<file path="config.mk">
export PLATFORM = sky130hd
export DESIGN_NAME = fmfc_mac
export DESIGN_NICKNAME = d
export VERILOG_FILES = /design/src/design/fmfc_mac.sv
export SDC_FILE = /design/constraint.sdc
export NUM_CORES = 2
export LEC_CHECK = 0
export ABC_CLOCK_PERIOD_IN_PS = 17400
export BUFFER_PORTS_ARGS = -buffer_cell sky130_fd_sc_hd__buf_2
export CAP_MARGIN = 5
export CELL_PAD_IN_SITES_DETAIL_PLACEMENT = 1
export CELL_PAD_IN_SITES_GLOBAL_PLACEMENT = 1
export CORE_UTILIZATION = 23
export CTS_CLUSTER_DIAMETER = 60
export DETAILED_ROUTE_END_ITERATION = 7
export GPL_TIMING_DRIVEN = 0
export PLACE_DENSITY_LB_ADDON = 0.1
export SETUP_SLACK_MARGIN = 0.3
export SLEW_MARGIN = 30
export SYNTH_ARGS = -nofsm -noshare
export SYNTH_HDL_FRONTEND = slang
export SYNTH_SLANG_ARGS = --single-unit
</file>
<file path="constraint.sdc">
create_clock -name aclk -period 17.4 [get_ports aclk]
set_clock_uncertainty 0.1 [all_clocks]
set_input_delay 3.48 -clock aclk [delete_from_list [all_inputs] [get_ports aclk]]
set_output_delay 3.48 -clock aclk [all_outputs]
set_load 0.02 [all_outputs]
</file>
<file path="src/design/fmfc_mac.sv">
`default_nettype none
module fmfc_mac (
    input  wire logic               aclk,
    input  wire logic signed [31:0] op_a,
    input  wire logic signed [31:0] op_b,
    output logic signed [63:0]      prod
);

    logic signed [63:0] prod_reg;

    always_ff @(posedge aclk) begin
        prod_reg <= op_a * op_b;
    end

    assign prod = prod_reg;

endmodule
`default_nettype wire

</file>
# ---- After elaboration in Yosys (flattened, before gate mapping)
# Index checks and enable logic that the tools add are counted.
dict set report op_classes {
  n_mul 1
}
# cell n
set ops {}
lappend ops {{$mul A32 B32 Y64} 1}
dict set report word_totals {
  ff_bits 64
  in_bits 65
}

# ---- Longest topological paths before layout
dict set report depth {
  word_depth 1
  ltp_mapped 28
  mapped_depth_nobuf 27
}

# ---- Worst setup path before layout
# OpenSTA, ideal clock, no wires.
dict set report synth_timing {
  path_type {in2reg}
  start {in op_b[2]}
  end {reg prod_reg[62] (netlist: prod[62])}
  setup_ns 0.072
  t_arrival_ns 10.669
  required_time_ns 17.228
  path_slack_ns 6.559
  cell_stages 24
  n_path_buf 1
  cell_sequence {clkbuf_1 -> nand2_1 -> inv_1 -> fa_1 -> fa_1 -> fa_1 -> fa_1 -> inv_1 -> fa_1 -> inv_1 -> fa_1 -> inv_1 -> fa_1 -> inv_1 -> fa_1 -> ha_1 -> and3_1 -> nand2_1 -> or3_1 -> o22a_1 -> o211ai_1 -> a31oi_1 -> o31ai_1 -> xor2_1}
}
dict set report synth_between {
  elab_chain_len 1
}
# item line
set synth_lines {}
lappend synth_lines {{start, declared} 5} ;# input wire logic signed [31:0] op_b,
lappend synth_lines {{$mul A32 B32 Y64} 12} ;# prod_reg <= op_a * op_b;
lappend synth_lines {{end signal, assigned} 12}
lappend synth_lines {{end, declared} 9} ;# logic signed [63:0] prod_reg;
# No other way between the ends.

# ---- Worst setup path in the final report
dict set report layout_timing {
  start {in op_a[31]}
  end {reg prod_reg[62] (netlist: prod[62])}
}
dict set report layout_between {
  elab_chain_len 1
}
# item line
set layout_lines {}
lappend layout_lines {{start, declared} 4} ;# input wire logic signed [31:0] op_a,
lappend layout_lines {{$mul A32 B32 Y64} 12}
# No other way between the ends.

==> impl_metrics.py <==
metrics = {
    "routing": {
        "met1_length_um": 75100,
        "drcViolationCount": 0,
        "wl_met3_um": 6220,
        "wire_per_inst_um": 27.0,
        "firstDrtPassIters": 5,
        "topRoutingLayerUsed": "met5",
        "wl_met2_um": 83300,
        "drt.antenna.violating_nets": 0,
        "drt_iter0_drc": 1179,
        "num_vias": 26281,
        "wl_um": 168000,
        "viasPerCell": 4.24,
    },
    "floorplan": {
        "die_w_um": 404,
        "start_util": 0.232,
        "rows": 147,
        "io_pins": 129,
        "dieArea_sq_um": 164000,
        "die_height_um": 404,
        "core_area_sq_um": 161000,
    },
    "setup_path": {
        "path_class": "in -> reg",
        "cp-end-kind": "register",
        "worstPathMaxFanout": 11,
        "worstPathRequired_ns": 17.69,
        "critPathLaunchType": "input port",
        "cp.arrival_ns": 12.94,
    },
    "outcome": {
        "status": "finished clean",
    },
    "sta": {
        "post-route-period-util": 0.727,
        "worst_pin_slew_ns": 1.08,
        "finalHoldViolations": 0,
        "setup-violations-final": 0,
        "rsz0062_at_grt": "no",
        "setup_tns_ns": 0,
        "clock.fmax_mhz": 79.1,
        "finalCriticalPeriod_ns": 12.65,
        "max_slew_margin": 0.281,
        "drv_slew": 0,
    },
    "synth": {
        "synth.top_cell.area_share": 0.582,
        "synth_cells": 3884,
        "yosysWarnings": 0,
        "synth_cell_type_count": 63,
        "ys_ff_latch": 64,
        "ys.flop_type": "dfxtp_1",
        "seq_area_frac_synth": 0.0344,
        "syn-cell-area_sq_um": 37200,
        "synth_edf_count": 0,
        "yosysTopAreaCell": "fa_1",
        "synth_area_leaders": "fa_1, inv_1, and2_1, ha_1, nand2_1",
        "synthesis.nets": 5215,
        "synth.avg_cell_area_sq_um": 9.59,
        "synthArstFlopShare": 0,
    },
    "clock_network": {
        "path_clk_slew_ns": 0.07,
        "htree_levels": 3,
        "ctsResizeCount": 0,
        "clockBufferDepth": 2,
        "root_buffer": "clkbuf_16",
        "numClockSinks": 64,
        "cts_buffers": 9,
        "cts_hold_buf": 0,
        "cts_tree": "built",
        "post_cts_buffers": 0,
    },
    "placed_design": {
        "routabilityCongestion": 0.876,
        "dp_hpwl_um": 148000,
        "io_buffers": 128,
        "dp_cells": 6175,
    },
    "global_route": {
        "grt_overflow": 0,
        "grt_use_total": 0.214,
        "grt_pass1_vias": 30633,
        "grt_pass1_wl_um": 242000,
        "grt_max_degree": 19,
        "antenna_found_initial": 50,
    },
    "final_layout": {
        "mostFrequentLayoutCells": "fa_1, inv_1, and2_1",
        "drive_gt1_frac": 0.0583,
        "fill_cells": 18668,
        "nets": 5358,
        "layout_commonest_cell": "fa_1",
        "largest_reg_flops": 64,
        "synthToLayoutAreaGrowth_pct": 10.3,
        "instances_no_fill": 6200,
    },
    "job": {
        "drv_cap": 0,
    },
    "worst_hold_path": {
        "min_path_type": "in -> reg",
    },
}
Yosys cell counts (9+ instances only):
master	number
o21ai_0	28
nand2_1	511
clkbuf_1	195
nand3_1	15
fa_1	1082
ha_1	184
xnor2_1	53
inv_1	952
dfxtp_1	64
a21o_1	23
xor2_1	22
nor2_1	42
nand2b_1	9
a31oi_1	12
and2_1	516
a21oi_1	68
o21bai_1	15
metrics by stage:
stage / hold WS [ns] / utilization / setup slack [ns] / area [sq um]
detailed placement: 3.80 / 0.254 / 4.08 / 40700
CTS: 3.44 / 0.256 / 4.53 / 41000
finish: 3.44 / 0.256 / 4.75 / 41100
global placement: 3.80 / 0.253 / 3.11 / 40600
global route: 3.44 / 0.256 / 4.35 / 41000
floorplan: 3.51 / - / 6.56 / 37200
critical path, stage by stage:
cell      delay [ns]
buf_2           0.15
clkbuf_1        0.53
nand2_1         0.34
inv_1           0.22
fa_1            0.46
fa_1            0.57
fa_2            0.61
fa_1            1.01
inv_1           0.45
fa_1            0.60
inv_1           0.05
fa_1            0.54
inv_1           0.05
fa_1            0.49
inv_1           0.06
fa_1            0.47
ha_1            0.42
and3_1          0.27
nand2_1         0.09
or3_1           0.38
o211ai_1        0.79
a31oi_1         0.34
o31ai_1         0.34
xor2_1          0.17
final timing paths:
path	startpoint	endpoint	slack, ns	depth (start not counted)
max	op_a[31]	prod[62]	4.75	24
min	op_b[0]	prod[0]	3.44	2
kinds of logic (layout without fill, tap and decap cells):
group | Yosys count | after routing | synth area share
xor gates and xnor gates | 75 | 75 | 0.0176
and+or+nand+nor | 1134 | 1134 | 0.154
buffers and inverters | 1152 | 1300 | 0.116
DFF | 64 | 64 | 0.0344
adders and majority gates | 1266 | 1266 | 0.643
AOI/OAI and AO/OA | 193 | 193 | 0.0346
other | 0 | 8 | 0
layout make-up:
type / instances / area, sq um / share of cell area
clock inverter: 4 / 51.3 / 0.00125
clock buffer: 12 / 256 / 0.00625
tap: 2160 / 2700 / 0.0658
multi-input combinational: 2668 / 31700 / 0.771
buffer: 200 / 827 / 0.0201
timing repair buffer: 132 / 691 / 0.0168
sequential: 64 / 1280 / 0.0312
antenna: 8 / 20.0 / 0.000488
inverter: 952 / 3570 / 0.0870
per-layer routing:
layer  up-vias  track usage
met5         -            0
met4        20       0.0360
met3        94       0.0264
met2       431        0.368
met1     14377        0.289
li1      11359            -
Power is not shown: default switching activity piles up to over one toggle a cycle in this logic, so the estimate is an artifact.
